[config.mk]
export PLATFORM = sky130hd
export DESIGN_NAME = sorted_priority_queue_flat
export DESIGN_NICKNAME = d
export VERILOG_FILES = /design/src/spq_pkg.sv /design/src/spq_if.sv /design/src/spq_cell.sv /design/src/sorted_priority_queue.sv /design/src/flat_wrapper.sv
export SDC_FILE = /design/constraint.sdc
export NUM_CORES = 2
export LEC_CHECK = 0
export ABC_AREA = 1
export BUFFER_PORTS_ARGS = -buffer_cell sky130_fd_sc_hd__buf_2
export CORE_AREA = 2 2 422 424
export DETAILED_ROUTE_END_ITERATION = 6
export DIE_AREA = 0 0 424 426
export GPL_TIMING_DRIVEN = 0
export PLACE_DENSITY = 0.4
export SLEW_MARGIN = 15
export SYNTH_ARGS = -nofsm -noshare
export SYNTH_HDL_FRONTEND = slang
export SYNTH_SLANG_ARGS = --single-unit
[constraint.sdc]
create_clock -name clock -period 4.94 [get_ports clock]
set_input_delay 0.988 -clock clock [delete_from_list [all_inputs] [get_ports clock]]
set_output_delay 0.988 -clock clock [all_outputs]
set_load 0.01 [all_outputs]
[src/spq_pkg.sv]
// Shared types and constants for the sorted priority queue.
// No dependencies; every other file in src uses this package.
`timescale 1ns / 1ps

package spq_pkg;

   localparam int unsigned DEPTH       = 16;
   localparam int unsigned CNT_W       = $clog2(DEPTH + 1);
   localparam int unsigned PRIO_W      = 16;
   localparam int unsigned AMT_W       = 8;
   localparam int unsigned TIME_W      = 16;
   localparam int unsigned COUNT_OUT_W = 5;

   typedef enum logic {
      KIND_INSERT = 1'b0,
      KIND_REMOVE = 1'b1
   } kind_type;

   typedef enum logic [1:0] {
      STATUS_INSERTED  = 2'd0,
      STATUS_REMOVED   = 2'd1,
      STATUS_FULL      = 2'd2,
      STATUS_EMPTY     = 2'd3
   } status_type;

   typedef struct packed {
      logic [PRIO_W-1:0] prio;
      logic [AMT_W-1:0]  amount;
      logic [TIME_W-1:0] etime;
   } entry_type;

   // Operation broadcast to every cell of the chain.
   typedef struct packed {
      logic      ins;
      logic      rem;
      entry_type ent;
   } cmd_type;

endpackage

[src/spq_if.sv]
// Valid/ready channel interfaces for request and response words.
// Depends on spq_pkg.
`timescale 1ns / 1ps

interface spq_req_if;
   logic                       valid;
   logic                       ready;
   spq_pkg::kind_type          kind;
   logic [spq_pkg::PRIO_W-1:0] entry_priority;
   logic [spq_pkg::AMT_W-1:0]  entry_amount;
   logic [spq_pkg::TIME_W-1:0] entry_time;

   modport source (output valid, kind, entry_priority, entry_amount, entry_time,
                   input ready);
   modport sink   (input valid, kind, entry_priority, entry_amount, entry_time,
                   output ready);
endinterface

interface spq_rsp_if;
   logic                            valid;
   logic                            ready;
   spq_pkg::status_type             status;
   logic [spq_pkg::PRIO_W-1:0]      removed_priority;
   logic [spq_pkg::AMT_W-1:0]       removed_amount;
   logic [spq_pkg::TIME_W-1:0]      removed_time;
   logic [spq_pkg::COUNT_OUT_W-1:0] entry_count;

   modport source (output valid, status, removed_priority, removed_amount,
                   removed_time, entry_count, input ready);
   modport sink   (input valid, status, removed_priority, removed_amount,
                   removed_time, entry_count, output ready);
endinterface

[src/spq_cell.sv]
// One slot of the sorted chain: holds an entry, shifts with its neighbors.
// Depends on spq_pkg.
`timescale 1ns / 1ps

module spq_cell (
   input  logic               clock,
   input  spq_pkg::cmd_type   cmd,
   input  logic               occupied,   // slot index below the count
   input  logic               left_ge,    // left neighbor stays put on insert
   input  spq_pkg::entry_type left_ent,
   input  spq_pkg::entry_type right_ent,
   output logic               ge,
   output spq_pkg::entry_type ent
);

   spq_pkg::entry_type ent_ff;
   spq_pkg::entry_type ent_in;

   // Occupied with priority >= new one: this entry keeps its slot on insert.
   assign ge  = occupied & (ent_ff.prio >= cmd.ent.prio);
   assign ent = ent_ff;

   always_comb begin
      ent_in = ent_ff;
      if (cmd.ins) begin
         if (ge) begin
            ent_in = ent_ff;
         end else if (left_ge) begin
            ent_in = cmd.ent;
         end else begin
            ent_in = left_ent;
         end
      end else if (cmd.rem) begin
         ent_in = right_ent;
      end
   end

   always_ff @(posedge clock) begin
      ent_ff <= ent_in;
   end

endmodule

[src/sorted_priority_queue.sv]
// Bounded priority queue kept sorted, highest priority first, in a chain of
// DEPTH cells; equal priorities leave oldest first. Each request word
// (insert or remove) yields one response word with a status and the entry
// count after the operation. Every cell compares against the broadcast entry
// and all cells shift together; a new request is accepted every cycle in which
// the response register is free or its response word is taken. Insert into a
// full queue and remove from an empty one are rejected with no change.
// Depends on spq_pkg, spq_if and spq_cell.
`timescale 1ns / 1ps

module sorted_priority_queue (
   input  logic          clock,
   input  logic          reset,
   spq_req_if.sink       req_chan,
   spq_rsp_if.source     rsp_chan
);

   logic [spq_pkg::CNT_W-1:0] count_ff, count_in;
   logic                      rsp_valid_ff, rsp_valid_in;
   spq_pkg::status_type       status_ff, status_in;
   spq_pkg::entry_type        removed_ff, removed_in;

   spq_pkg::cmd_type          cmd;
   spq_pkg::entry_type        cell_ent [spq_pkg::DEPTH];
   logic [spq_pkg::DEPTH-1:0] cell_ge;
   logic [spq_pkg::DEPTH-1:0] occupied;

   logic req_acc, full, empty, do_ins, do_rem;

   assign req_chan.ready = ~rsp_valid_ff | rsp_chan.ready;
   assign req_acc        = req_chan.valid & req_chan.ready;
   assign full           = (count_ff == spq_pkg::CNT_W'(spq_pkg::DEPTH));
   assign empty          = (count_ff == '0);
   assign do_ins         = req_acc & (req_chan.kind == spq_pkg::KIND_INSERT) & ~full;
   assign do_rem         = req_acc & (req_chan.kind == spq_pkg::KIND_REMOVE) & ~empty;

   assign cmd.ins         = do_ins;
   assign cmd.rem         = do_rem;
   assign cmd.ent.prio    = req_chan.entry_priority;
   assign cmd.ent.amount  = req_chan.entry_amount;
   assign cmd.ent.etime   = req_chan.entry_time;

   for (genvar i = 0; i < spq_pkg::DEPTH; i++) begin : g_cell
      assign occupied[i] = (count_ff > spq_pkg::CNT_W'(i));

      logic               l_ge;
      spq_pkg::entry_type l_ent, r_ent;

      if (i == 0) begin : g_head
         assign l_ge  = 1'b1;
         assign l_ent = cmd.ent;
      end else begin : g_mid
         assign l_ge  = cell_ge[i-1];
         assign l_ent = cell_ent[i-1];
      end

      // tail shifts in don't-care data on remove; it is outside the count
      if (i == spq_pkg::DEPTH - 1) begin : g_tail
         assign r_ent = cell_ent[i];
      end else begin : g_body
         assign r_ent = cell_ent[i+1];
      end

      spq_cell u_cell (
         .clock     (clock),
         .cmd       (cmd),
         .occupied  (occupied[i]),
         .left_ge   (l_ge),
         .left_ent  (l_ent),
         .right_ent (r_ent),
         .ge        (cell_ge[i]),
         .ent       (cell_ent[i])
      );
   end

   always_comb begin
      count_in = count_ff;
      if (do_ins) begin
         count_in = count_ff + 1'b1;
      end else if (do_rem) begin
         count_in = count_ff - 1'b1;
      end
   end

   always_comb begin
      rsp_valid_in = rsp_valid_ff & ~rsp_chan.ready;
      status_in    = status_ff;
      removed_in   = removed_ff;
      if (req_acc) begin
         rsp_valid_in = 1'b1;
         removed_in   = '0;
         if (req_chan.kind == spq_pkg::KIND_INSERT) begin
            status_in = full ? spq_pkg::STATUS_FULL : spq_pkg::STATUS_INSERTED;
         end else if (empty) begin
            status_in = spq_pkg::STATUS_EMPTY;
         end else begin
            status_in  = spq_pkg::STATUS_REMOVED;
            removed_in = cell_ent[0];
         end
      end
   end

   logic [spq_pkg::COUNT_OUT_W-1:0] count_out_ff, count_out_in;
   assign count_out_in = req_acc ? spq_pkg::COUNT_OUT_W'(count_in) : count_out_ff;

   always_ff @(posedge clock) begin
      if (reset) begin
         count_ff     <= '0;
         rsp_valid_ff <= 1'b0;
      end else begin
         count_ff     <= count_in;
         rsp_valid_ff <= rsp_valid_in;
      end
   end

   always_ff @(posedge clock) begin
      status_ff    <= status_in;
      removed_ff   <= removed_in;
      count_out_ff <= count_out_in;
   end

   assign rsp_chan.valid            = rsp_valid_ff;
   assign rsp_chan.status           = status_ff;
   assign rsp_chan.removed_priority = removed_ff.prio;
   assign rsp_chan.removed_amount   = removed_ff.amount;
   assign rsp_chan.removed_time     = removed_ff.etime;
   assign rsp_chan.entry_count      = count_out_ff;

   a_count_bound: assert property (@(posedge clock) disable iff (reset)
      count_ff <= spq_pkg::CNT_W'(spq_pkg::DEPTH))
      else $error("entry count above depth");

   a_insert_count: assert property (@(posedge clock) disable iff (reset)
      do_ins |=> count_ff == $past(count_ff) + 1'b1)
      else $error("insert did not bump the count");

   a_head_sorted: assert property (@(posedge clock) disable iff (reset)
      count_ff >= spq_pkg::CNT_W'(2) |-> cell_ent[0].prio >= cell_ent[1].prio)
      else $error("chain head out of order");

   a_empty_reject: assert property (@(posedge clock) disable iff (reset)
      req_acc && req_chan.kind == spq_pkg::KIND_REMOVE && empty
      |=> rsp_valid_ff && status_ff == spq_pkg::STATUS_EMPTY && count_ff == '0)
      else $error("remove from empty not rejected");

endmodule
[src/flat_wrapper.sv]
// flat-port wrapper written by rule: the top's interface ports become plain ports
module sorted_priority_queue_flat 
  (clock, reset, req_chan_valid, req_chan_kind, req_chan_entry_priority, req_chan_entry_amount, req_chan_entry_time, req_chan_ready, rsp_chan_valid, rsp_chan_status, rsp_chan_removed_priority, rsp_chan_removed_amount, rsp_chan_removed_time, rsp_chan_entry_count, rsp_chan_ready);
  spq_req_if req_chan_i ();
  spq_rsp_if rsp_chan_i ();
  input  logic clock;
  input  logic reset;
  input wire logic [$bits(req_chan_i.valid)-1:0] req_chan_valid;
  input wire logic [$bits(req_chan_i.kind)-1:0] req_chan_kind;
  input wire logic [$bits(req_chan_i.entry_priority)-1:0] req_chan_entry_priority;
  input wire logic [$bits(req_chan_i.entry_amount)-1:0] req_chan_entry_amount;
  input wire logic [$bits(req_chan_i.entry_time)-1:0] req_chan_entry_time;
  output wire logic [$bits(req_chan_i.ready)-1:0] req_chan_ready;
  output wire logic [$bits(rsp_chan_i.valid)-1:0] rsp_chan_valid;
  output wire logic [$bits(rsp_chan_i.status)-1:0] rsp_chan_status;
  output wire logic [$bits(rsp_chan_i.removed_priority)-1:0] rsp_chan_removed_priority;
  output wire logic [$bits(rsp_chan_i.removed_amount)-1:0] rsp_chan_removed_amount;
  output wire logic [$bits(rsp_chan_i.removed_time)-1:0] rsp_chan_removed_time;
  output wire logic [$bits(rsp_chan_i.entry_count)-1:0] rsp_chan_entry_count;
  input wire logic [$bits(rsp_chan_i.ready)-1:0] rsp_chan_ready;
  assign req_chan_i.valid = req_chan_valid;
  assign req_chan_i.kind = req_chan_kind;
  assign req_chan_i.entry_priority = req_chan_entry_priority;
  assign req_chan_i.entry_amount = req_chan_entry_amount;
  assign req_chan_i.entry_time = req_chan_entry_time;
  assign req_chan_ready = req_chan_i.ready;
  assign rsp_chan_valid = rsp_chan_i.valid;
  assign rsp_chan_status = rsp_chan_i.status;
  assign rsp_chan_removed_priority = rsp_chan_i.removed_priority;
  assign rsp_chan_removed_amount = rsp_chan_i.removed_amount;
  assign rsp_chan_removed_time = rsp_chan_i.removed_time;
  assign rsp_chan_entry_count = rsp_chan_i.entry_count;
  assign rsp_chan_i.ready = rsp_chan_ready;
  sorted_priority_queue u_core (.clock(clock), .reset(reset), .req_chan(req_chan_i), .rsp_chan(rsp_chan_i));
endmodule
## Word level (Yosys, flattened, before mapping)

Index checks and enable logic that the tools add are counted.

- Bitwise logic cells: 29
- Reductions and logical operators: 19
- Add/sub/neg operators: 2
- Order comparisons: 32
- Equal/unequal tests: 16
- Multiplexer cells: 66

Operator list:

| cell | number |
|---|---|
| $mux 40 | 60 |
| $ge 16x16->1 | 16 |
| $gt 5x4->1 const B | 8 |
| $reduce_and 2->1 | 16 |
| $ne 2x2->1 const B | 15 |
| $and 1x1->1 | 22 |
| $gt 5x3->1 const B | 4 |
| $gt 5x1->1 const B | 2 |
| $gt 5x2->1 const B | 2 |
| $mux 5 | 2 |
| $mux 2 | 3 |
| $not 1->1 | 6 |
| $add 5x1->5 const B | 1 |
| $eq 5x5->1 const B | 1 |
| $logic_not 5->1 | 1 |
| $sub 5x1->5 const B | 1 |
| $reduce_bool 2->1 | 1 |
| $reduce_or 2->1 | 1 |
| $mux 1 | 1 |
| $or 1x1->1 | 1 |

- Output and inout bits: 49
- Register bits after elaboration: 693
- Input port bits: 45

## Depth between registers and ports, before layout

- Depth after elaboration: 7
- Mapped depth: 16

## Hierarchy

Synthesis repeated with hierarchy kept, for this count alone.

- Cell total of the unflattened synthesis: 4922
- Area total of the unflattened synthesis: 41473.5 µm²

By module, submodules not included:

| module | seq. area each (µm²) | cells each | area an instance (µm²) | times used |
|---|---|---|---|---|
| spq_cell (u_core.g_cell[0].u_cell ...) | 1201.2 | 292 | 2442.3 | 12 |
| spq_cell (u_core.g_cell[6].u_cell ...) | 1201.2 | 292 | 2432.3 | 4 |
| sorted_priority_queue | 1531.5 | 250 | 2436.1 | 1 |

## Worst setup path after synthesis

OpenSTA, ideal clock, no wires.

- Kind: input to register
- From: input rsp_chan_ready
- To: register u_core.g_cell[15].u_cell.ent_ff (netlist bit u_core.g_cell[15].u_cell.ent[0]) (enable)
- Data arrival time: 4.932 ns
- Cell stages on the path: 8
- Path slack: -0.443 ns
- Buffers on the path: 2
- Data required time: 4.489 ns
- Cell sequence: inv_1 nand2_1 nand2_1 inv_1 nand3_2 buf_2 buf_1 a21oi_1

- Cells in the longest elaborated chain, start to end: 5

Ends and longest elaborated chain:

| item | line | text |
|---|---|---|
| start: declaration | flat_wrapper.sv:20 | `input wire logic [$bits(rsp_chan_i.ready)-1:0] rsp_chan_ready;` |
| $or 1x1->1 | sorted_priority_queue.sv:30 | `assign req_chan.ready = ~rsp_valid_ff \| rsp_chan.ready;` |
| via req_chan_ready | flat_wrapper.sv:13 | `output wire logic [$bits(req_chan_i.ready)-1:0] req_chan_ready;` |
| $and 1x1->1 | sorted_priority_queue.sv:31 | `assign req_acc = req_chan.valid & req_chan.ready;` |
| via u_core.req_acc | sorted_priority_queue.sv:28 | `logic req_acc, full, empty, do_ins, do_rem;` |
| $and 1x1->1 (2 in a row) | sorted_priority_queue.sv:34 | `assign do_ins = req_acc & (req_chan.kind == spq_pkg::KIND_INSERT) & ~full;` |
| $reduce_and 2->1 (no source line) | -- |  |
| end signal: assignment | spq_cell.sv:39 | `ent_ff <= ent_in;` |
| end: declaration | spq_cell.sv:16 | `spq_pkg::entry_type ent_ff;` |

The timed path passes the listed nets, and every way through them passes these cells.
A chain may end at the register's enable or synchronous reset.

## Worst setup path after layout

- From: input req_chan_entry_priority[11]
- To: register u_core.g_cell[14].u_cell.ent_ff (netlist bit u_core.g_cell[14].u_cell.ent[14]) (enable)

- Cells in the longest elaborated chain, start to end: 4

Ends and longest elaborated chain:

| item | line | text |
|---|---|---|
| start: declaration | flat_wrapper.sv:10 | `input wire logic [$bits(req_chan_i.entry_priority)-1:0] req_chan_entry_priority;` |
| $ge 16x16->1 | spq_cell.sv:20 | `assign ge = occupied & (ent_ff.prio >= cmd.ent.prio);` |
| $and 1x1->1 | spq_cell.sv:20 |  |
| $ne 2x2->1 (no source line) | -- |  |
| $reduce_and 2->1 (no source line) | -- |  |
| end signal: assignment | spq_cell.sv:39 |  |
| end: declaration | spq_cell.sv:16 |  |

No other way between the ends.

==> flow_summary.yaml <==
global_route:
  overflow: 0
  grt_pass1_wl_um: 219000
  grt_pass1_vias: 36900
  grt_usage_pct: 15.5
  antenna_found_initial: 2
  grt_start_max_net_pins: 48
detailed_routing:
  drtIter0Drc: 2072
  vias_per_cell: 4.22
  dr_total_vias: 35000
  detail_route.first_pass.iterations: 5
  wl_per_cell_um: 17.0
  wirelength_um: 141000
  drc: 0
  ant_nets: 0
placement:
  port_buffers: 93
  postPlaceCellArea_sq_um: 47700
  gp_congestion: 0.818
  hpwl_um: 116000
timing:
  tightest_slew_ns: 1.15
  slew_headroom_pct: 23.2
  layout_min_cycle_time_ns: 4.53
  totalNegativeSetupSlack_ns: 0
  period_share_pct: 91.6
  worst_hold_slack_ns: 0.507
  hold_violations: 0
  final-max-slew-violation-count: 0
  skew_ns: 0.0305
  timing.fmax_mhz: 221
  setup_viol: 0
  rsz0062_at_grt: "no"
setup_path:
  r2r_setup_slack_ns: 0.87
  cpPeakStageDelay_ns: 0.70
  path_cells: "buf_2 > inv_1 > clkbuf_2 > ha_1 > a21oi_1 > o21ai_0 > a21oi_1 > nand3_1 > nand2_1 > clkbuf_1 > nand2_1 > nand2_2 > buf_12"
  r2r_end: "u_core.g_cell[12].u_cell.ent[15]"
  critical_path.max_fanout: 29
  r2r_start: "u_core.count_ff[0]"
  critPathCaptureType: "register"
  crit_path_top_delay_cell: "clkbuf_2"
  crit_required_ns: 5.31
  endpoint: "u_core.g_cell[14].u_cell.ent[14]"
  critPathLaunch: "req_chan_entry_priority[11]"
  start_kind: "primary input"
  worstPathArrival_ns: 4.90
  criticalPathCategory: "primary input to register"
  rr_worst_depth: 12
logic_synthesis:
  synth_edf_count: 687
  synth.area.top_cells: "edfxtp_1, nand2_1, nand3_1, ha_1, inv_1"
  ys_types: 29
  synthArstFlopShare_pct: 0
  ys_seq_elements: 693
  ys.flop_type: "edfxtp_1"
  yosysTopAreaCellShare_pct: 47.1
  yosysSeqAreaShare_pct: 47.4
  netlist_instances: 5676
  yosys.area.top_type: "edfxtp_1"
  ys_warn_count: 0
  synth_area_sq_um: 43800
  syn_nets: 5982
  syn_avg_cell_area_sq_um: 7.72
final_layout:
  fin_area_sq_um: 50500
  fill_cells: 19400
  drive_gt1_share_pct: 5.71
  syn2layout_area_growth_pct: 15.2
  fin_nets: 6189
clock_tree:
  clk_pin_slew_ns: 0.06
  ctsHoldBuffers: 0
  post_cts_buffers: 0
  htree_num_levels: 3
  cts.path.max_buffers: 3
  cts.repair.resized: 0
  cts_tree: "done"
  clock_sinks: 693
  cts_buffers: 91
  clkLatencyLatePin_ns: 0.70
  root_buffer: "clkbuf_16"
die:
  die_y_um: 426
  core_area_sq_um: 176000
  io_pins: 94
  dieArea_sq_um: 181000
  die_w_um: 424
  initial_utilization_pct: 24.9
  num_rows: 154
flow_run:
  maxCapViolations: 0
pwr:
  finalPower_mw: 18.8
  power_density_nw_per_um2: 373
  ir_drop_v: 0.000240
  p_leak_nw: 24.0
hold_path:
  whs_path_depth: 2
  worstHoldPathType: "register to register"
run_status:
  status: "finished clean"
cells by family (layout without fill, tap and decap cells):
logic type / Yosys count / count (layout) / synth area share [%]
AO/OA/AOI/OAI: 219 / 219 / 2.75
buffers and inverters: 1070 / 1349 / 9.36
XOR/XNOR: 3 / 3 / 0.0600
other: 0 / 2 / 0
adder cells (fa/ha/maj): 261 / 261 / 7.46
AND/OR/NAND/NOR: 3430 / 3430 / 33.0
flip-flops: 693 / 693 / 47.4
stage by stage:
step | instances | setup slack, ns | utilization (%)
after floorplan | 5676 | 0.429 | -
after global placement | 8109 | -2.53 | 26.9
after detailed placement | 8130 | -0.449 | 27.1
after CTS | 8295 | 0.297 | 28.7
after global routing | 8296 | 0.127 | 28.7
final | 8297 | 0.413 | 28.7
Yosys cell counts (11+ instances only):
library cell / count
nor2_1: 103
a21oi_1: 111
buf_1: 32
nand4_1: 22
o21bai_1: 23
nor3_1: 11
inv_1: 703
nand2_1: 2098
ha_1: 261
nand3_1: 1192
buf_2: 65
clkbuf_1: 263
edfxtp_1: 687
o21ai_0: 61
sequential cells by signal, indices dropped and copies added (netlist names):
signal,count
u_core.rsp_chan.removed_priority,16
u_core.g_cell.u_cell.ent,640
u_core.rsp_chan.status,2
u_core.rsp_chan.removed_amount,8
u_core.count_ff,5
u_core.rsp_chan.entry_count,5
u_core.rsp_chan.valid,1
u_core.rsp_chan.removed_time,16
metal layers:
metal / part of all wire (%) / routed length, um / GRT usage, %
met3: 3.4 / 4810 / 1.98
met4: 1.9 / 2640 / 3.13
met1: 50 / 69800 / 21.8
met5: 0 / 0 / 0
met2: 45 / 63500 / 25.6
power by group:
part	switching (mW)	internal (mW)	leakage, nW
Combinational	3.07	1.35	16.1
Clock	2.73	3.65	1.35
Sequential	0.452	7.55	6.56
worst min-delay path by stage:
stage	to	slack, ns	from
detailed placement	u_core.g_cell[14].u_cell.ent[23]	0.50	u_core.g_cell[15].u_cell.ent[23]
finish	u_core.rsp_chan.valid	0.51	u_core.rsp_chan.valid
floorplan	u_core.g_cell[14].u_cell.ent[0]	0.49	u_core.g_cell[15].u_cell.ent[0]
CTS	u_core.rsp_chan.valid	0.48	req_chan_valid
global placement	u_core.rsp_chan.valid	0.49	u_core.rsp_chan.valid
global route	u_core.rsp_chan.valid	0.50	req_chan_valid
layout by cell type, fill, tap and decap left out, drive strengths merged:
cell type  instances
nand2           2099
nand3           1193
inv              711
edfxtp           687
clkbuf           387
ha               261
buf              211
a21oi            111
nor2             103
o21ai             65
clkinv            37
o21bai            23
nand4             22
nor3              11
a21boi             8
o21a               8
dfxtp              6
xor2               3
bufinv             3
diode              2
o22ai              1
o211ai             1
and2               1
o31ai              1
a211oi             1
nor2b              1
cell type report:
| cell class | count | area, sq um | share of cell area (%) |
|---|---|---|---|
| Sequential cell | 693 | 20700 | 41.1 |
| Multi-Input combinational cell | 3913 | 19000 | 37.7 |
| Tap cell | 2340 | 2930 | 5.80 |
| Inverter | 710 | 2670 | 5.29 |
| Clock buffer | 124 | 2490 | 4.93 |
| Buffer | 360 | 1450 | 2.88 |
| Timing Repair Buffer | 114 | 888 | 1.76 |
| Clock inverter | 41 | 263 | 0.521 |
| Antenna cell | 2 | 5.00 | 0.00992 |
critical path: cells and delay by family:
kind,cells,cell delay [ns]
and+or+nand+nor,4,1.16
adders and majority gates,1,0.37
buffers and inverters,5,1.84
AOI/OAI and AO/OA,3,0.51
No activity file was read; power rests on OpenSTA's default activity.
